$ cat src/rtl/lzxe8_pkg.sv
// Package for the LZX E8 call untranslation block.
// Holds the word types, the gather state and the constants shared by all files.
// No dependencies.
package lzxe8_pkg;

  localparam int MAX_BLOCK_DEF = 32768;
  localparam int OFFSET_BYTES  = 4;
  localparam int TAIL_GUARD    = 11;
  localparam int PADDR_W       = 3;

  localparam logic [7:0] CALL_OPCODE   = 8'hE8;
  // Register select is paddr[2]; the file size register is register zero.
  localparam logic       REG_FILE_SIZE = 1'b0;

  typedef struct packed {
    logic [7:0]  data_byte;
    logic [15:0] block_length;
    logic        stream_start;
  } in_word_t;

  typedef struct packed {
    logic [7:0] out_byte;
    logic       run_last;
    logic       block_end;
  } out_word_t;

  // count: 0 idle, 1..4 collecting the call operand, count-1 bytes held.
  typedef struct packed {
    logic [2:0]  count;
    logic [23:0] bytes;
  } gather_t;

  // Bytes produced by one input word, first byte in entry zero.
  typedef struct packed {
    logic [2:0]                   n;
    logic [OFFSET_BYTES-1:0][7:0] bytes;
    logic [OFFSET_BYTES-1:0]      ends;
  } result_t;

endpackage

$ cat src/rtl/lzxe8_if.sv
// Valid/ready channel interfaces for the input and result words.
// Depends on lzxe8_pkg for the payload types.
interface lzxe8_in_if;
  import lzxe8_pkg::*;
  logic     valid;
  logic     ready;
  in_word_t data;
  modport source (output valid, output data, input ready);
  modport sink (input valid, input data, output ready);
endinterface

interface lzxe8_out_if;
  import lzxe8_pkg::*;
  logic      valid;
  logic      ready;
  out_word_t data;
  modport source (output valid, output data, input ready);
  modport sink (input valid, input data, output ready);
endinterface

$ cat src/rtl/lzxe8_step.sv
// Combinational step of the E8 untranslation: from one input word and the current
// stream state, the bytes to release and the next state. Depends on lzxe8_pkg.
module lzxe8_step #(
  parameter int MAX_BLOCK = lzxe8_pkg::MAX_BLOCK_DEF,
  parameter int OFF_W     = $clog2(MAX_BLOCK)
) (
  input  lzxe8_pkg::in_word_t word,
  input  logic [31:0]         file_size,
  input  logic [31:0]         pos,
  input  logic [OFF_W-1:0]    off,
  input  lzxe8_pkg::gather_t  gath,
  input  logic [31:0]         call_pos,
  output lzxe8_pkg::result_t  res,
  output logic [31:0]         pos_next,
  output logic [OFF_W-1:0]    off_next,
  output lzxe8_pkg::gather_t  gath_next,
  output logic [31:0]         call_pos_next
);
  import lzxe8_pkg::*;

  logic              start;
  logic [7:0]        b;
  logic [16:0]       len;
  gather_t           g_e;
  logic [31:0]       pos_e;
  logic [OFF_W-1:0]  off_e;
  logic [16:0]       off17;
  logic              is_end;
  logic              guard_ok;
  logic [31:0]       v;
  logic [31:0]       r;
  logic [1:0]        k;
  logic [1:0]        held;
  logic              emit_b;
  logic [31:0]       src;

  always_comb begin
    start = word.stream_start;
    b     = word.data_byte;

    len = {1'b0, word.block_length};
    if (len == 17'd0) begin
      len = 17'd1;
    end else if (len > 17'(MAX_BLOCK)) begin
      len = 17'(MAX_BLOCK);
    end

    // A stream start drops any open call; its held bytes leave first.
    g_e   = start ? '0 : gath;
    pos_e = start ? 32'd0 : pos;
    off_e = start ? '0 : off;

    off17    = 17'(off_e);
    is_end   = (off17 + 17'd1) >= len;
    guard_ok = (off17 + 17'(TAIL_GUARD)) <= len;

    v = {b, g_e.bytes};
    if (v < file_size) begin
      r = v - call_pos;
    end else if (v[31] && ((32'd0 - v) <= call_pos)) begin
      r = v + file_size;
    end else begin
      r = v;
    end

    held = 2'(g_e.count - 3'd1);
    src  = {8'h00, gath.bytes};

    res           = '0;
    gath_next     = g_e;
    call_pos_next = call_pos;
    pos_next      = pos_e + 32'd1;
    off_next      = is_end ? '0 : off_e + OFF_W'(1);
    k             = 2'd0;
    emit_b        = 1'b0;

    if (start && gath.count > 3'd1) begin
      k = 2'(gath.count - 3'd1);
    end

    if (g_e.count == 3'(OFFSET_BYTES)) begin
      res.n     = 3'(OFFSET_BYTES);
      res.bytes = r;
      res.ends  = {is_end, 3'b000};
      gath_next = '0;
    end else if (g_e.count != 3'd0 && is_end) begin
      // Block ends inside the operand: release what is held, untouched.
      k         = held;
      emit_b    = 1'b1;
      gath_next = '0;
    end else if (g_e.count != 3'd0) begin
      gath_next.bytes = g_e.bytes | (24'(b) << {held, 3'b000});
      gath_next.count = g_e.count + 3'd1;
    end else begin
      emit_b = 1'b1;
      if (b == CALL_OPCODE && guard_ok) begin
        gath_next.count = 3'd1;
        gath_next.bytes = '0;
        call_pos_next   = pos_e;
      end
    end

    if (emit_b) begin
      for (int i = 0; i < OFFSET_BYTES; i++) begin
        if (i < int'(k)) begin
          res.bytes[i] = src[i*8 +: 8];
          res.ends[i]  = start && (i == int'(k) - 1);
        end else if (i == int'(k)) begin
          res.bytes[i] = b;
          res.ends[i]  = is_end;
        end
      end
      res.n = 3'(k) + 3'd1;
    end
  end

endmodule

$ cat src/rtl/lzx_e8_call_untranslate_core.sv
// Top level of the LZX E8 call untranslation block: input register, step logic,
// result buffer and APB register. Depends on lzxe8_pkg, lzxe8_if.sv, lzxe8_step.
//
//  channel   role     word                                     handshake
//  stream    sink     data_byte, block_length, stream_start    valid/ready
//  result    source   out_byte, run_last, block_end            valid/ready
//  APB       slave    file_size at byte address 0              psel/penable
//
// A word is registered on acceptance and resolved once the buffer is free, into
// zero to four result bytes, which a four-entry result buffer hands out one per
// cycle while result.ready is high. Throughput is one word per cycle while each
// word yields at most one byte and result.ready is high; the result port sets it
// otherwise. A new word is resolved in the cycle the buffer's last byte is taken.
// Reset clears the stream position, block offset, open call and file size.
module lzx_e8_call_untranslate_core #(
  parameter int MAX_BLOCK = lzxe8_pkg::MAX_BLOCK_DEF
) (
  input  logic                          clk,
  input  logic                          rst,
  lzxe8_in_if.sink                      stream,
  lzxe8_out_if.source                   result,
  input  logic                          psel,
  input  logic                          penable,
  input  logic                          pwrite,
  input  logic [lzxe8_pkg::PADDR_W-1:0] paddr,
  input  logic [31:0]                   pwdata,
  output logic [31:0]                   prdata,
  output logic                          pready
);
  import lzxe8_pkg::*;

  localparam int OFF_W = $clog2(MAX_BLOCK);

  logic [31:0]      file_size;

  logic             s1_valid;
  in_word_t         s1_word;
  logic             take;

  logic [31:0]      pos;
  logic [OFF_W-1:0] off;
  gather_t          gath;
  logic [31:0]      call_pos;

  result_t          res;
  logic [31:0]      pos_next;
  logic [OFF_W-1:0] off_next;
  gather_t          gath_next;
  logic [31:0]      call_pos_next;

  logic [2:0]                   rem;
  logic [OFFSET_BYTES-1:0][7:0] ob_bytes;
  logic [OFFSET_BYTES-1:0]      ob_ends;
  logic                         out_fire;

  // Configuration register.
  assign pready = 1'b1;
  assign prdata = (paddr[2] == REG_FILE_SIZE) ? file_size : 32'd0;

  always_ff @(posedge clk) begin
    if (rst) begin
      file_size <= '0;
    end else if (psel && penable && pwrite && paddr[2] == REG_FILE_SIZE) begin
      file_size <= pwdata;
    end
  end

  // The buffer is free when empty or when its last byte leaves this cycle.
  assign out_fire     = result.valid && result.ready;
  assign take         = s1_valid && (rem == 3'd0 || (rem == 3'd1 && result.ready));
  assign stream.ready = !s1_valid || take;

  always_ff @(posedge clk) begin
    if (rst) begin
      s1_valid <= 1'b0;
    end else if (stream.ready) begin
      s1_valid <= stream.valid;
    end
  end

  always_ff @(posedge clk) begin
    if (stream.valid && stream.ready) begin
      s1_word <= stream.data;
    end
  end

  lzxe8_step #(
    .MAX_BLOCK (MAX_BLOCK),
    .OFF_W     (OFF_W)
  ) u_step (
    .word          (s1_word),
    .file_size     (file_size),
    .pos           (pos),
    .off           (off),
    .gath          (gath),
    .call_pos      (call_pos),
    .res           (res),
    .pos_next      (pos_next),
    .off_next      (off_next),
    .gath_next     (gath_next),
    .call_pos_next (call_pos_next)
  );

  always_ff @(posedge clk) begin
    if (rst) begin
      pos      <= '0;
      off      <= '0;
      gath     <= '0;
      call_pos <= '0;
    end else if (take) begin
      pos      <= pos_next;
      off      <= off_next;
      gath     <= gath_next;
      call_pos <= call_pos_next;
    end
  end

  // Result buffer: entry zero is the head; it shifts down as bytes leave.
  always_ff @(posedge clk) begin
    if (rst) begin
      rem <= '0;
    end else if (take) begin
      rem <= res.n;
    end else if (out_fire) begin
      rem <= rem - 3'd1;
    end
  end

  always_ff @(posedge clk) begin
    if (take) begin
      ob_bytes <= res.bytes;
      ob_ends  <= res.ends;
    end else if (out_fire) begin
      ob_bytes <= {8'h00, ob_bytes[OFFSET_BYTES-1:1]};
      ob_ends  <= {1'b0, ob_ends[OFFSET_BYTES-1:1]};
    end
  end

  assign result.valid          = rem != 3'd0;
  assign result.data.out_byte  = ob_bytes[0];
  assign result.data.block_end = ob_ends[0];
  assign result.data.run_last  = rem == 3'd1;

endmodule

$ cat src/flat_wrapper.sv
// flat-port wrapper written by rule: the top's interface ports become plain ports
module lzx_e8_call_untranslate_core_flat import lzxe8_pkg::*;
#(
  parameter int MAX_BLOCK = lzxe8_pkg::MAX_BLOCK_DEF
)
  (clk, rst, psel, penable, pwrite, paddr, pwdata, prdata, pready, stream_valid, stream_data, stream_ready, result_valid, result_data, result_ready);
  lzxe8_in_if stream_i ();
  lzxe8_out_if result_i ();
  input  logic clk;
  input  logic rst;
  input  logic psel;
  input  logic penable;
  input  logic pwrite;
  input  logic [lzxe8_pkg::PADDR_W-1:0] paddr;
  input  logic [31:0] pwdata;
  output logic [31:0] prdata;
  output logic pready;
  input wire logic [$bits(stream_i.valid)-1:0] stream_valid;
  input wire logic [$bits(stream_i.data)-1:0] stream_data;
  output wire logic [$bits(stream_i.ready)-1:0] stream_ready;
  output wire logic [$bits(result_i.valid)-1:0] result_valid;
  output wire logic [$bits(result_i.data)-1:0] result_data;
  input wire logic [$bits(result_i.ready)-1:0] result_ready;
  assign stream_i.valid = stream_valid;
  assign stream_i.data = stream_data;
  assign stream_ready = stream_i.ready;
  assign result_valid = result_i.valid;
  assign result_data = result_i.data;
  assign result_i.ready = result_ready;
  lzx_e8_call_untranslate_core #(.MAX_BLOCK(MAX_BLOCK)) u_core (.clk(clk), .rst(rst), .stream(stream_i), .result(result_i), .psel(psel), .penable(penable), .pwrite(pwrite), .paddr(paddr), .pwdata(pwdata), .prdata(prdata), .pready(pready));
endmodule
$ cat config.mk
export PLATFORM = sky130hd
export DESIGN_NAME = lzx_e8_call_untranslate_core_flat
export DESIGN_NICKNAME = d
export VERILOG_FILES = /design/src/rtl/lzxe8_pkg.sv /design/src/rtl/lzxe8_if.sv /design/src/rtl/lzxe8_step.sv /design/src/rtl/lzx_e8_call_untranslate_core.sv /design/src/flat_wrapper.sv
export SDC_FILE = /design/constraint.sdc
export NUM_CORES = 1
export LEC_CHECK = 0
export BUFFER_PORTS_ARGS = -buffer_cell sky130_fd_sc_hd__buf_2
export CORE_AREA = 2 2 168 170
export CTS_CLUSTER_SIZE = 20
export DETAILED_ROUTE_END_ITERATION = 8
export DIE_AREA = 0 0 170 172
export PLACE_DENSITY = 0.84
export SLEW_MARGIN = 20
export SYNTH_ARGS = -nofsm -noshare
export SYNTH_HDL_FRONTEND = slang
export SYNTH_SLANG_ARGS = --single-unit
$ cat constraint.sdc
create_clock -name clk -period 14.05 [get_ports clk]
set_input_delay 2.1075 -clock clk [delete_from_list [all_inputs] [get_ports clk]]
set_output_delay 2.1075 -clock clk [all_outputs]
set_load 0.01 [all_outputs]
==> results.json <==
{
  "status": "finished, final reports clean",
  "drc": 0,
  "synth.ff_latch_count": 203,
  "grt_pass1_wl_um": 71530,
  "yosys.area_share.adder_pct": 13.47,
  "h-tree-depth": 1,
  "whs_path_depth": 2,
  "fin_crit_ps": 7549,
  "worstSkewPairLatency_ps": 540,
  "cpMaxStageDelayCell": "nor4_1",
  "reg2reg_depth": 24,
  "crit_cells": 24,
  "ant_nets": 0,
  "coreArea_um2": 27480,
  "maxCapViolations": 0,
  "drv_slew": 0,
  "synth_compound_area_share_pct": 21.24,
  "root_buffer": "clkbuf_16",
  "cp.required_ps": 14340,
  "finalWorstSetupSlack_ps": 6501,
  "cp_top_family": "simple AND/OR/NAND/NOR gates",
  "fmax_ghz": 0.1325,
  "post-route-util_pct": 64.04,
  "end_kind": "flip-flop",
  "async_flop_share_pct": 0,
  "grt_pass1_vias": 14610,
  "critical_path_buf_inv_count": 4,
  "yosysSeqAreaShare_pct": 28.97,
  "synth_top_family_by_area": "simple AND/OR/NAND/NOR gates",
  "clkSinkCount": 203,
  "dpl.cell_count": 2444,
  "track_usage_pct": 30.06,
  "syn_inst": 2084,
  "syn_to_final_growth_pct": 9.032,
  "drtPass1Iterations": 6,
  "hold_path_class": "reg -> reg",
  "ys_types": 83,
  "whs_ps": 451.5,
  "numCtsBuffers": 23,
  "dpl_worst_slack_ps": 6816,
  "synthMuxAreaShare_pct": 1.217,
  "fin_crit_sh_pct": 53.73,
  "numPortBuffers": 108,
  "final_cell_mix": "nand2_1 (263), a21oi_1 (228), nor2_1 (210)",
  "synth_area_um2": 16140,
  "yosysWarnings": 0,
  "post_cts_buffers": 0,
  "ir_worst_vdd_uv": 108.3,
  "syn_nets": 2323,
  "setup_violations": 0,
  "final_cells": 2485,
  "fin_worst_skew_ps": 9.843,
  "worst_slew_pin_slew_ps": 1066,
  "drive_gt1_share_pct": 9.397,
  "nNetsFinal": 2362,
  "arrival_ps": 7840,
  "viasPerCell": 6.198,
  "cts_hold_buf": 0,
  "ios": 112,
  "clockBufferDepth": 3,
  "wl_um": 44680,
  "path_cells": "buf_4, buf_4, nor2b_2, inv_4, ha_1, nor4b_1, nor3b_2, o21a_1, nor2b_1, nand2_1, nor3_1, and3_1, xnor2_1, ha_1, nand4_1, nor4_1, nand2_1, a31oi_1, o31a_2, buf_4, mux2_2, nand2_1, o21ai_0, a221o_1",
  "slew_headroom_pct": 28.90,
  "ys.flop_type": "dfxtp_1",
  "path_max_fanout": 53,
  "startpoint_type": "flip-flop",
  "tns_ps": 0,
  "dp_hpwl_um": 32730,
  "gp_congestion": 0.9614,
  "fp.dieArea_um2": 29240,
  "grt_max_degree": 70,
  "cts_resized": 0,
  "synthXorXnorAreaFrac_pct": 6.404,
  "fp-row-count": 61,
  "path_clk_slew_ps": 60,
  "n_fill_cell": 2397,
  "p_per_area_nw_per_um2": 101.6,
  "area.sequential_um2": 4674,
  "synth_simple_gate_area_share_pct": 22.58,
  "n_antenna_cell": 0,
  "overflow": 0,
  "final_hold_viol_count": 0,
  "drt-initial-drc-count": 1320,
  "criticalPathCategory": "reg -> reg",
  "vias": 15400,
  "antenna_found_initial": 0,
  "drt-wirelength-per-cell_um": 17.98,
  "critPathMaxStageDelay_ps": 720,
  "die_h_um": 172,
  "synth-edff-count": 61,
  "rsz0062_at_grt": "false",
  "start_util_pct": 58.73,
  "die_w_um": 170,
  "power.leakage_nw": 7.242,
  "cts_tree": "yes",
  "synth.avg_cell_area_um2": 7.744,
  "multi_input_area_um2": 10520,
  "layout_commonest_cell": "nand2_1"
}
[power breakdown]
| part | switching (mW) | internal, mW | leakage [nW] | total (mW) |
|---|---|---|---|---|
| clock | 0.255 | 0.360 | 0.376 | 0.615 |
| combinational | 0.292 | 0.144 | 5.12 | 0.436 |
| sequential | 0.0352 | 0.701 | 1.74 | 0.736 |
[worst min-delay path, stage by stage, from the launching register on]
cell and delay, ps:
dfxtp_1 310, nand2_1 50, a21oi_1 50
[path summary, 6_finish.rpt]
kind / slack, ps / to / startpoint
min reg2reg: 450 / u_core.call_pos[24]$_SDFFE_PP0P_ / u_core.call_pos[24]$_SDFFE_PP0P_
max: 6500 / u_core.ob_bytes[12]$_DFFE_PP_ / u_core.s1_word[0]$_DFFE_PP_
min: 450 / u_core.call_pos[24]$_SDFFE_PP0P_ / u_core.call_pos[24]$_SDFFE_PP0P_
max reg2reg: 6500 / u_core.ob_bytes[12]$_DFFE_PP_ / u_core.s1_word[0]$_DFFE_PP_
[layer usage]
layer | track usage [%] | wire length (um) | up-vias
met3 | 4.417 | 3287 | 134
li1 | - | - | 7429
met2 | 51.14 | 21120 | 602
met5 | 0 | 0 | -
met1 | 38.37 | 18690 | 7236
met4 | 12.45 | 1582 | 0
[layout make-up]
type / count / share of cell area (%)
multi-input cells: 1634 / 59.80
well taps: 346 / 2.460
clock buffers: 36 / 3.954
repair buffers: 131 / 4.067
flip-flops and latches: 203 / 26.57
clock inverters: 5 / 0.3698
inverters: 130 / 2.787
[sequential cells by signal (all words and copies together) (netlist names)]
name and count:
u_core.rem 3, u_core.call_pos 32, u_core.s1_valid 1, u_core.ob_ends 4, u_core.file_size 32, u_core.s1_word 25, u_core.ob_bytes 24, u_core.result.data 8
u_core.pos 32, u_core.gath 27, u_core.off 15
[kinds of logic (layout without fill, tap and decap cells)]
kind of cell / after synthesis / count (layout)
mux: 19 / 19
compound gates: 541 / 541
simple gates: 781 / 781
buf+inv: 247 / 302
xor+xnor: 118 / 118
other cells: 1 / 1
flops: 203 / 203
fa+ha+maj: 174 / 174
[cell usage after synthesis, drive strengths merged, types with 12 or more instances]
| cell | n | area share [%] |
|---|---|---|
| nand4 | 33 | 1.3 |
| a211oi | 19 | 0.88 |
| a31oi | 19 | 0.83 |
| buf | 28 | 0.99 |
| dfxtp | 142 | 18 |
| nor2b | 54 | 2.1 |
| a221oi | 12 | 0.65 |
| xor2 | 42 | 2.3 |
| and3 | 18 | 0.70 |
| edfxtp | 61 | 11 |
| mux2i | 14 | 0.87 |
| nor4 | 19 | 0.74 |
| a22o | 26 | 1.4 |
| clkbuf | 89 | 2.1 |
| xnor2 | 76 | 4.1 |
| ha | 172 | 13 |
| o211ai | 12 | 0.56 |
| a21oi | 228 | 7.1 |
| a22oi | 21 | 0.98 |
| or3 | 13 | 0.50 |
| nand2b | 23 | 0.89 |
| nor3 | 34 | 1.1 |
| a21o | 37 | 1.7 |
| nand2 | 263 | 6.1 |
| o21ai | 83 | 2.6 |
| o31ai | 14 | 0.91 |
| nand3 | 74 | 2.3 |
| o21a | 14 | 0.65 |
| inv | 129 | 3.0 |
| nor2 | 210 | 4.9 |
[through the flow]
step	total power [mW]	area, um2
after floorplan	1.040	16140
after global placement	1.157	16830
after detailed placement	1.172	16830
after CTS	1.785	17590
after global routing	1.863	17600
final	1.787	17600
Power figures use the tool's default switching activity.
